--- config.mk ---
export PLATFORM = sky130hd
export DESIGN_NAME = ooktc_out
export DESIGN_NICKNAME = d
export VERILOG_FILES = /design/src/rtl/core/ooktc_pkg.sv /design/src/rtl/core/ooktc_out.sv
export SDC_FILE = /design/constraint.sdc
export NUM_CORES = 1
export LEC_CHECK = 0
export BUFFER_PORTS_ARGS = -buffer_cell sky130_fd_sc_hd__buf_2
export CORE_MARGIN = 2
export CORE_UTILIZATION = 40
export CTS_BUF_LIST = sky130_fd_sc_hd__clkbuf_8
export CTS_CLUSTER_DIAMETER = 30
export DETAILED_ROUTE_END_ITERATION = 12
export PLACE_DENSITY_LB_ADDON = 0.12
export SYNTH_ARGS = -nofsm -noshare
export SYNTH_HDL_FRONTEND = slang
export SYNTH_SLANG_ARGS = --single-unit
export TNS_END_PERCENT = 10
--- constraint.sdc ---
create_clock -name clk -period 2.61 [get_ports clk]
set_input_delay 0.783 -clock clk [delete_from_list [all_inputs] [get_ports clk]]
set_output_delay 0.783 -clock clk [all_outputs]
set_load 0.03 [all_outputs]
--- src/rtl/core/ooktc_pkg.sv ---
// ----------------------------------------------------------------------------
// ooktc_pkg
// Shared types and constants for the OOK pulse train capture unit.
// ----------------------------------------------------------------------------
package ooktc_pkg;

  localparam int PAIR_DEPTH_DEF    = 1024;
  localparam int DURATION_BITS_DEF = 20;

  localparam int CMD_W     = 2;
  localparam int TIME_W    = 32;
  localparam int TIMEOUT_W = 20;
  localparam int IDX_W     = 10;
  localparam int COUNT_W   = 11;
  localparam int DUR_OUT_W = 20;

  localparam logic [TIMEOUT_W-1:0] TIMEOUT_RESET = 20'd10000;

  typedef enum logic [CMD_W-1:0] {
    CMD_EDGE    = 2'd0,
    CMD_READ    = 2'd1,
    CMD_RELEASE = 2'd2
  } cmd_t;

  // status of one item, after its update
  typedef struct packed {
    logic               train_ready;
    logic [COUNT_W-1:0] pair_count;
    logic               entry_valid;
    logic               space_keep;
  } status_t;

  typedef struct packed {
    logic mark_we;
    logic space_we;
  } wr_strobe_t;

endpackage

--- src/rtl/core/ooktc_out.sv ---
// ----------------------------------------------------------------------------
// ooktc_out
// Read-data alignment stage and output register.
// ----------------------------------------------------------------------------
module ooktc_out import ooktc_pkg::*; #(
  parameter int DURATION_BITS = DURATION_BITS_DEF
) (
  input  logic                     clk,
  input  logic                     rst,
  input  logic                     accept,
  input  status_t                  status,
  input  logic [DURATION_BITS-1:0] rd_mark,
  input  logic [DURATION_BITS-1:0] rd_space,
  output logic                     in_ready,
  output logic                     out_valid,
  input  logic                     out_ready,
  output logic                     train_ready,
  output logic [COUNT_W-1:0]       ready_pair_count,
  output logic                     entry_valid,
  output logic [DUR_OUT_W-1:0]     entry_mark_us,
  output logic [DUR_OUT_W-1:0]     entry_space_us
);

  logic    s1_valid;
  status_t s1_status;
  logic    s1_adv;

  assign s1_adv   = s1_valid && (!out_valid || out_ready);
  assign in_ready = !s1_valid || s1_adv;

  always_ff @(posedge clk) begin
    if (rst) begin
      s1_valid  <= 1'b0;
      out_valid <= 1'b0;
    end else begin
      if (accept) begin
        s1_valid <= 1'b1;
      end else if (s1_adv) begin
        s1_valid <= 1'b0;
      end
      if (s1_adv) begin
        out_valid <= 1'b1;
      end else if (out_ready) begin
        out_valid <= 1'b0;
      end
    end
  end

  always_ff @(posedge clk) begin
    if (accept) begin
      s1_status <= status;
    end
    if (s1_adv) begin
      train_ready      <= s1_status.train_ready;
      ready_pair_count <= s1_status.pair_count;
      entry_valid      <= s1_status.entry_valid;
      entry_mark_us    <= s1_status.entry_valid ? DUR_OUT_W'(rd_mark) : '0;
      entry_space_us   <= (s1_status.entry_valid && s1_status.space_keep) ?
                          DUR_OUT_W'(rd_space) : '0;
    end
  end

endmodule

==> flow_metrics.py <==
metrics = {
    "yosys": {
        "synth_xor_area_frac": 0,
        "synthMuxAreaShare": 0,
        "synth.avg_cell_area_um2": 19.6,
        "syn_inst": 122,
        "ys_ff_latch": 69,
        "synth_top_family_by_area": "simple AND/OR/NAND/NOR gates",
        "syn_nets": 180,
        "synth-compound-area-share": 0.00418,
        "syn_area_um2": 2390,
        "synth_top_area_cell": "edfxtp_1",
        "synth_top_area_frac": 0.841,
        "yosys-top-cells-area": "edfxtp_1, and3_2, and2_1, dfxtp_1, clkbuf_2",
        "synth_cell_type_count": 11,
        "ys_seq_area_frac": 0.857,
        "synth-simple-area-share": 0.123,
        "yosysWarnings": 0,
        "synthAdderAreaFrac": 0,
    },
    "pwr": {
        "power.density_nw_per_um2": 694,
        "peakVddDrop_uv": 339,
        "cellLeakagePower_nw": 1.36,
    },
    "setup_path": {
        "worstPathArrival_ps": 1240,
        "path_cells": "buf_2 -> nand3b_1 -> buf_2",
        "crit_buf_inv": 2,
        "slowest_stage": "buf_2",
        "crit_required_ps": 1830,
        "worst-path-max-fanout": 2,
        "slowest_delay_ps": 190,
        "cp-end-kind": "output port",
        "critPathKind": "input pin to output port",
        "cpLargestDelayFamily": "buffers and inverters",
        "crit_top_cell": "buf_2",
        "cp-start-kind": "input pin",
    },
    "sta": {
        "finalSetupTns_ps": 0,
        "period_share": 0.776,
        "slew_headroom": 0.376,
        "layout_min_cycle_time_ps": 2020,
        "rsz0062_at_grt": "false",
        "worst_slew_pin_slew_ps": 936,
        "slew_violations": 0,
        "setup_violations": 0,
        "fin_hold_ws_ps": 421,
        "clock_skew_ps": 9.20,
        "finalHoldViolations": 0,
        "fmax_mhz": 494,
    },
    "floorplanning": {
        "fp.dieArea_um2": 6620,
        "initial_utilization": 0.409,
        "die_h_um": 81.4,
        "io_pins": 113,
        "core_area_um2": 5850,
        "fp-row-count": 28,
        "die_w_um": 81.4,
    },
    "flow_run": {
        "max_cap_violations": 0,
    },
    "route": {
        "drtPass1Iterations": 4,
        "num_vias": 1407,
        "wl_per_cell_um": 13.3,
        "drt-total-wl_mm": 4.25,
        "drtIter0Drc": 62,
        "drc": 0,
        "viasPerCell": 4.41,
        "drtAntennaViolNets": 0,
    },
    "finish": {
        "antenna_cells": 0,
        "multi_input_comb_area_um2": 307,
        "final_nets": 298,
        "final_layout_size_suffix_gt1_frac": 0.586,
        "areaGrowthSynthToFinish_pct": 33.1,
        "fill_cells": 506,
        "regArea_um2": 2050,
    },
    "global_routing": {
        "grt_pass1_wl_mm": 6.28,
        "grt_pass1_vias": 1273,
        "track_usage": 0.134,
        "antenna_found_initial": 0,
        "grt_max_degree": 42,
        "overflow": 0,
    },
    "clock_tree": {
        "ctsResizeCount": 0,
        "numCtsBuffers": 9,
        "cts-root-buf": "clkbuf_8",
        "clock_sinks": 69,
        "postCtsHoldBufs": 0,
        "clock_path_buffers": 2,
        "cts_tree": "done",
        "post_cts_buffers": 0,
        "insertion_delay_ps": 320,
        "clkTransAtPathRegs_ps": 60,
        "h-tree-depth": 3,
    },
    "status": {
        "status": "finished, final reports clean",
    },
    "worst_hold_path": {
        "min_path_type": "register to register",
    },
    "place": {
        "gp_congestion": 0.732,
        "numPortBuffers": 112,
    },
}
==> report_power, final <==
group	switching, mW	internal, mW	total [mW]
clock	0.341	0.320	0.660
sequential	0.0286	1.29	1.32
combinational	0.146	0.0841	0.230
total	0.515	1.70	2.21
==> metrics by stage <==
| step | instances | util | instance area, um2 | setup WS [ps] | total power, mW |
|---|---|---|---|---|---|
| 4_1_cts | 319 | 0.545 | 3190 | 582 | 2.25 |
| 6_report | 319 | 0.545 | 3190 | 585 | 2.21 |
| 5_1_grt | 319 | 0.545 | 3190 | 560 | 2.32 |
| 2_1_floorplan | 122 | - | 2390 | 34.6 | 1.48 |
| 3_3_place_gp | 304 | 0.520 | 3040 | 610 | 1.58 |
| 3_5_place_dp | 304 | 0.520 | 3040 | 588 | 1.58 |
==> area by class of cell <==
cell class | instances | share of cell area
clock buffers | 9 | 0.0389
flip-flops and latches | 69 | 0.644
well taps | 75 | 0.0294
inverters | 2 | 0.00236
repair buffers | 113 | 0.182
clock inverters | 6 | 0.00707
multi-input cells | 45 | 0.0962
==> state kept, by name (all words and copies together) (netlist names) <==
| name | cells |
|---|---|
| entry_space_us | 20 |
| s1_status | 14 |
| train_ready | 1 |
| entry_valid | 1 |
| ready_pair_count | 11 |
| s1_valid | 1 |
| entry_mark_us | 20 |
| out_valid | 1 |
==> cell usage after synthesis <==
cell type	number
and2_1	21
edfxtp_1	67
nand3b_1	1
a21oi_1	2
and3_2	20
dfxtp_1	2
clkbuf_1	1
buf_2	1
nand2b_1	1
inv_1	2
clkbuf_2	4
==> worst paths after layout <==
path	from	endpoint	slack (ps)	cells after the start
max reg2reg	s1_status[1]	entry_space_us[18]	1180	1
max	out_ready	in_ready	590	3
min	s1_status[3]	ready_pair_count[1]	420	0
min reg2reg	s1_status[3]	ready_pair_count[1]	420	0
==> layer usage <==
layer,GRT usage,routed length (um),up-vias
met5,0,0,-
met4,0.0814,48,0
met3,0.0656,498,6
met2,0.198,1910,69
met1,0.156,1790,641
li1,-,-,691
==> cell families after synthesis <==
| group | Yosys count |
|---|---|
| AND/OR/NAND/NOR | 43 |
| buffers and inverters | 8 |
| AO/OA/AOI/OAI | 2 |
| flip-flops | 69 |
==> layout by cell type, fill, tap and decap left out <==
cell type	instances
a21oi_1	2
buf_2	112
and2_1	20
edfxtp_1	67
and3_2	20
nand3b_1	1
dfxtp_1	2
clkinv_1	5
inv_1	3
nand2b_1	1
buf_12	1
clkbuf_8	9
and2_2	1
Note: power is estimated with default switching activity, not from simulation.
