[src/rtl/core/ooktc_pkg.sv]
// ----------------------------------------------------------------------------
// ooktc_pkg
// Shared types and constants for the OOK pulse train capture unit.
// ----------------------------------------------------------------------------
package ooktc_pkg;

  localparam int PAIR_DEPTH_DEF    = 1024;
  localparam int DURATION_BITS_DEF = 20;

  localparam int CMD_W     = 2;
  localparam int TIME_W    = 32;
  localparam int TIMEOUT_W = 20;
  localparam int IDX_W     = 10;
  localparam int COUNT_W   = 11;
  localparam int DUR_OUT_W = 20;

  localparam logic [TIMEOUT_W-1:0] TIMEOUT_RESET = 20'd10000;

  typedef enum logic [CMD_W-1:0] {
    CMD_EDGE    = 2'd0,
    CMD_READ    = 2'd1,
    CMD_RELEASE = 2'd2
  } cmd_t;

  // status of one item, after its update
  typedef struct packed {
    logic               train_ready;
    logic [COUNT_W-1:0] pair_count;
    logic               entry_valid;
    logic               space_keep;
  } status_t;

  typedef struct packed {
    logic mark_we;
    logic space_we;
  } wr_strobe_t;

endpackage

[src/rtl/core/ooktc_ctrl.sv]
// ----------------------------------------------------------------------------
// ooktc_ctrl
// Edge timing, train bookkeeping and store access generation.
// ----------------------------------------------------------------------------
module ooktc_ctrl import ooktc_pkg::*; #(
  parameter int PAIR_DEPTH    = PAIR_DEPTH_DEF,
  parameter int DURATION_BITS = DURATION_BITS_DEF,
  localparam int OFF_W  = $clog2(PAIR_DEPTH),
  localparam int ADDR_W = OFF_W + 1
) (
  input  logic                     clk,
  input  logic                     rst,
  input  logic                     cfg_wr_en,
  input  logic [TIMEOUT_W-1:0]     cfg_wr_data,
  input  logic                     accept,
  input  logic [CMD_W-1:0]         cmd,
  input  logic [TIME_W-1:0]        edge_time_us,
  input  logic                     line_high,
  input  logic [IDX_W-1:0]         entry_index,
  output wr_strobe_t               wr_strobe,
  output logic [ADDR_W-1:0]        wr_addr,
  output logic [DURATION_BITS-1:0] wr_mark,
  output logic [DURATION_BITS-1:0] wr_space,
  output logic [ADDR_W-1:0]        rd_addr,
  output status_t                  status
);

  localparam int CNT_W = $clog2(PAIR_DEPTH + 1);
  localparam int CMP_W = (CNT_W > COUNT_W) ? CNT_W : COUNT_W;
  localparam logic [TIME_W-1:0] DUR_MAX = (TIME_W'(1) << DURATION_BITS) - TIME_W'(1);

  logic [TIMEOUT_W-1:0] timeout;
  logic [TIME_W-1:0]    last_edge_time, last_edge_time_next;
  logic                 in_mark, in_mark_next;
  logic                 active_buffer, active_buffer_next;
  logic                 train_pending, train_pending_next;
  logic [CNT_W-1:0]     act_count, act_count_next;
  logic                 act_ready, act_ready_next;
  logic [CNT_W-1:0]     rd_count, rd_count_next;
  logic                 rd_ready, rd_ready_next;

  cmd_t                     cmd_e;
  logic [TIME_W-1:0]        dur;
  logic                     dur_long;
  logic [DURATION_BITS-1:0] dur_clip;
  logic                     ready_now;
  logic [CNT_W-1:0]         count_now;
  logic [CMP_W-1:0]         idx_cmp;
  logic [CMP_W-1:0]         cnt_cmp;

  assign cmd_e    = cmd_t'(cmd);
  assign dur      = edge_time_us - last_edge_time;
  assign dur_long = dur >= TIME_W'(timeout);
  assign dur_clip = (dur > DUR_MAX) ? DUR_MAX[DURATION_BITS-1:0] : dur[DURATION_BITS-1:0];

  always_comb begin
    last_edge_time_next = last_edge_time;
    in_mark_next        = in_mark;
    active_buffer_next  = active_buffer;
    train_pending_next  = train_pending;
    act_count_next      = act_count;
    act_ready_next      = act_ready;
    rd_count_next       = rd_count;
    rd_ready_next       = rd_ready;
    wr_strobe           = '0;
    wr_addr             = {active_buffer, OFF_W'(act_count)};
    wr_mark             = dur_clip;
    wr_space            = '0;
    if (accept) begin
      unique case (cmd_e)
        CMD_EDGE: begin
          last_edge_time_next = edge_time_us;
          if (line_high) begin
            in_mark_next = 1'b1;
            if (dur_long) begin
              if (act_count > CNT_W'(1) && !act_ready) begin
                // close train: active side moves to read side
                rd_count_next      = act_count;
                rd_ready_next      = 1'b1;
                train_pending_next = 1'b1;
                active_buffer_next = ~active_buffer;
                act_count_next     = '0;
                act_ready_next     = 1'b0;
              end else begin
                act_count_next = '0;
              end
            end else if (act_count != '0) begin
              wr_strobe.space_we = 1'b1;
              wr_addr  = {active_buffer, OFF_W'(act_count - CNT_W'(1))};
              wr_space = dur_clip;
            end
          end else if (in_mark) begin
            in_mark_next = 1'b0;
            if (dur_long) begin
              act_count_next = '0;
            end else if (act_count < CNT_W'(PAIR_DEPTH)) begin
              wr_strobe.mark_we  = 1'b1;
              wr_strobe.space_we = 1'b1;
              act_count_next     = act_count + CNT_W'(1);
            end
          end
        end
        CMD_RELEASE: begin
          if (train_pending && rd_ready) begin
            rd_ready_next      = 1'b0;
            train_pending_next = 1'b0;
          end
        end
        default: begin
        end
      endcase
    end
  end

  assign ready_now = train_pending_next && rd_ready_next;
  assign count_now = ready_now ? rd_count_next : '0;
  assign idx_cmp   = CMP_W'(entry_index);
  assign cnt_cmp   = CMP_W'(count_now);
  assign rd_addr   = {~active_buffer_next, OFF_W'(entry_index)};

  always_comb begin
    status.train_ready = ready_now;
    status.pair_count  = COUNT_W'(count_now);
    status.entry_valid = (cmd_e == CMD_READ) && ready_now && (idx_cmp < cnt_cmp);
    status.space_keep  = (idx_cmp + CMP_W'(1)) < cnt_cmp;
  end

  always_ff @(posedge clk) begin
    if (rst) begin
      timeout        <= TIMEOUT_RESET;
      last_edge_time <= '0;
      in_mark        <= 1'b0;
      active_buffer  <= 1'b0;
      train_pending  <= 1'b0;
      act_count      <= '0;
      act_ready      <= 1'b0;
      rd_count       <= '0;
      rd_ready       <= 1'b0;
    end else begin
      if (cfg_wr_en) begin
        timeout <= cfg_wr_data;
      end
      last_edge_time <= last_edge_time_next;
      in_mark        <= in_mark_next;
      active_buffer  <= active_buffer_next;
      train_pending  <= train_pending_next;
      act_count      <= act_count_next;
      act_ready      <= act_ready_next;
      rd_count       <= rd_count_next;
      rd_ready       <= rd_ready_next;
    end
  end

endmodule

[config.mk]
export PLATFORM = sky130hd
export DESIGN_NAME = ooktc_ctrl
export DESIGN_NICKNAME = d
export VERILOG_FILES = /design/src/rtl/core/ooktc_pkg.sv /design/src/rtl/core/ooktc_ctrl.sv
export SDC_FILE = /design/constraint.sdc
export NUM_CORES = 1
export LEC_CHECK = 0
export BUFFER_PORTS_ARGS = -buffer_cell sky130_fd_sc_hd__buf_4
export CAP_MARGIN = 20
export CORE_ASPECT_RATIO = 1.5
export CORE_MARGIN = 3
export CORE_UTILIZATION = 61
export DETAILED_ROUTE_END_ITERATION = 7
export PLACE_DENSITY = 0.88
export REMOVE_ABC_BUFFERS = 1
export SLEW_MARGIN = 20
export SYNTH_ARGS = -nofsm -noshare
export SYNTH_HDL_FRONTEND = slang
export SYNTH_SLANG_ARGS = --single-unit
export TNS_END_PERCENT = 10
[constraint.sdc]
create_clock -name clk -period 10.6 [get_ports clk]
set_input_delay 1.59 -clock clk [delete_from_list [all_inputs] [get_ports clk]]
set_output_delay 1.59 -clock clk [all_outputs]
set_load 0.02 [all_outputs]
==> metrics.txt <==
synthesized area=6890 um^2; gpl congestion=1.02; CP startpoint kind=input port; Yosys cell types=68; Seq/Total Area, Yosys=22.6%; DRT iter0 DRCs=377; max-cap violation count=0; CP bufs+invs=6; number of placement rows=46; grt ovf=0; ant diodes=0; VDD IR-drop max=0.0000806 V; Worst path slowest cell=nor2b_1; most frequent cells in the layout=buf_4, nand2_1, a21oi_1, inv_1, dfxtp_1; placed cell count=1174; skew final=0.0131 ns; Layout Utilization=76.2%; FMAX=103 MHz; post-synth top area share=22.6%; vias=7198; CP Data Arrival Time=8.13 ns; Setup Viol. Count Final=0; Root Buffer=clkbuf_16; wire length per cell=16.9 um; Critical Path Max Stage Delay=0.62 ns; HP Class=flop to flop; cts bufs inserted=9; Die ar.=12600 um^2; Post-DP HPWL=15500 um; CTS sink cnt=78; initial antenna violation count=0; count of buffers from port buffering=146; Pleak=0.00366 uW; Core ar.=10800 um^2; PD cells=107 nW/um^2; antenna-violating nets left=0; cts repair resizes=0; CP endpoint kind=primary output; Final period util=91.7%; final hold vios=0; worst slew pin tran=1.15 ns; Clock Tree Buf Depth=2; first-pass GRT wire length=31800 um; die height=136 um; Tmin final=9.72 ns; I/O Pins=147; hold buffers post-CTS=0; Non-Filler Instances=1190; synthesized flop and latch total=78; top cells by area, synth=dfxtp_1, ha_1, nand2_1; worst skew pair latency=0.35 ns; Syn Inst Count=943; Routed WL=20100 um; drt pass-1 iters=5; Syn Area/Cell=7.31 um^2; Critical Path RT=9.01 ns; Post-CTS Setup Inserts=0; vias in the first global route=6747; share of cells above drive strength 1=17.0%; Crit Path Category=input port to primary output; number of flops mapped to enable cells by yosys=0; Area Overhead vs Synth=19.5%; Critical Path Fanout Max=29; Async SR Flop Fraction=0%; TNS Setup=0 ns; cell family with most CP delay=compound AO/OA/AOI/OAI gates; Synth area leader=dfxtp_1; Post-layout nets=1185; Tot GR Track Use=31.1%; die width=92.8 um; starting density of the core=63.7%; Reg2Reg Setup Slack=5.23 ns; dominant synthesized flop cell=dfxtp_1; RSZ-0062 raised after global routing=false; most common cell after layout, fill and taps aside=buf_4; Rel. slew slack=22.9%; max-slew violation count=0; htree depth=3; Clock Pin Slew Worst Setup and Hold Paths=0.05 ns; CTS tree=done; status=finished clean; largest net degree at the start of global routing=72; Avg Vias per Cell=6.05; final routed DRC violation total=0; warnings from Yosys=0
[stage by stage]
step	total power (uW)	worst slack (ns)	hold WS, ns	cell area (um^2)
final	878	0.879	0.453	8240
after CTS	878	0.937	0.455	8240
after global routing	918	0.209	0.465	8240
after global placement	538	1.15	0.441	7920
after detailed placement	542	0.967	0.446	7920
after floorplan	460	1.72	0.430	6600
[cell type report]
class / count / area (um^2)
multi-input cells: 715 / 4720
fillers: 874 / 2580
flip-flops and latches: 78 / 1560
repair buffers: 151 / 1130
inverters: 86 / 323
clock buffers: 10 / 229
well taps: 144 / 180
clock inverters: 6 / 92.6
[cell families after synthesis]
| group | count (synthesis) | share of synthesized area [%] |
|---|---|---|
| AND/OR/NAND/NOR | 325 | 22.9 |
| multiplexers | 28 | 4.07 |
| AO/OA/AOI/OAI | 251 | 23.1 |
| buffers and inverters | 150 | 9.00 |
| adder cells (fa/ha/maj) | 75 | 13.7 |
| flip-flops | 78 | 22.6 |
| XOR/XNOR | 36 | 4.57 |
[registers in the layout, summed over array words and instances (netlist names)]
name / cells
act_count: 11
rd_ready: 1
train_pending: 1
last_edge_time: 32
timeout: 20
in_mark: 1
rd_count: 11
active_buffer: 1
[final timing paths]
check                                  start  cells past startpoint                              end
max                          edge_time_us[0]                     30                        status[0]
max reg2reg   last_edge_time[0]$_SDFFE_PP0P_                     20        act_count[5]$_SDFFE_PP0P_
min reg2reg  last_edge_time[15]$_SDFFE_PP0P_                      2  last_edge_time[15]$_SDFFE_PP0P_
min          last_edge_time[15]$_SDFFE_PP0P_                      2  last_edge_time[15]$_SDFFE_PP0P_
[where the power goes]
| group | leakage, uW | total, uW | internal, uW | switching, uW |
|---|---|---|---|---|
| combinational | 0.00287 | 234 | 95.7 | 139 |
| clock | 0.000150 | 338 | 208 | 130 |
| sequential | 0.000635 | 306 | 302 | 4.10 |
| total | 0.00366 | 878 | 606 | 273 |
[worst register-to-register path: stages, from the launching register on]
cell and delay [ns]:
dfxtp_1 0.34, ha_1 0.16, inv_1 0.06, fa_1 0.42
a211oi_1 0.33, o211ai_1 0.17, nand2_1 0.14, o21a_1 0.17
xor2_1 0.24, inv_1 0.07, ha_1 0.20, or3_1 0.30
a221oi_1 0.19, o21ai_0 0.15, a2111oi_0 0.40, o21ai_0 0.16
or4_1 0.42, a211o_1 0.39, or2_0 0.45, nor3_4 0.39
a32o_1 0.19
[metal layers]
metal	vias up	part of all wire, %	global-route usage (%)
li1	3510	-	-
met1	3319	38	35.3
met2	304	50	55.8
met3	65	6.4	4.21
met4	0	5.0	16.6
met5	-	0	0
[synthesized netlist by cell type, drive strengths merged (7+ instances only)]
master  count
a211oi      9
a21oi      95
xnor2      19
o21a        9
nor2       64
xor2       17
o211ai     16
nor3b       9
inv        86
or3        11
nand2b      9
buf        27
and3       16
o21ai      47
ha         74
a21o       20
clkbuf     37
mux2i      28
dfxtp      78
nand4      16
nor2b       7
nand3      11
a32o        8
and4        7
nand2     134
a22oi      10
nor3       17
(Power assumes the default switching activity.)
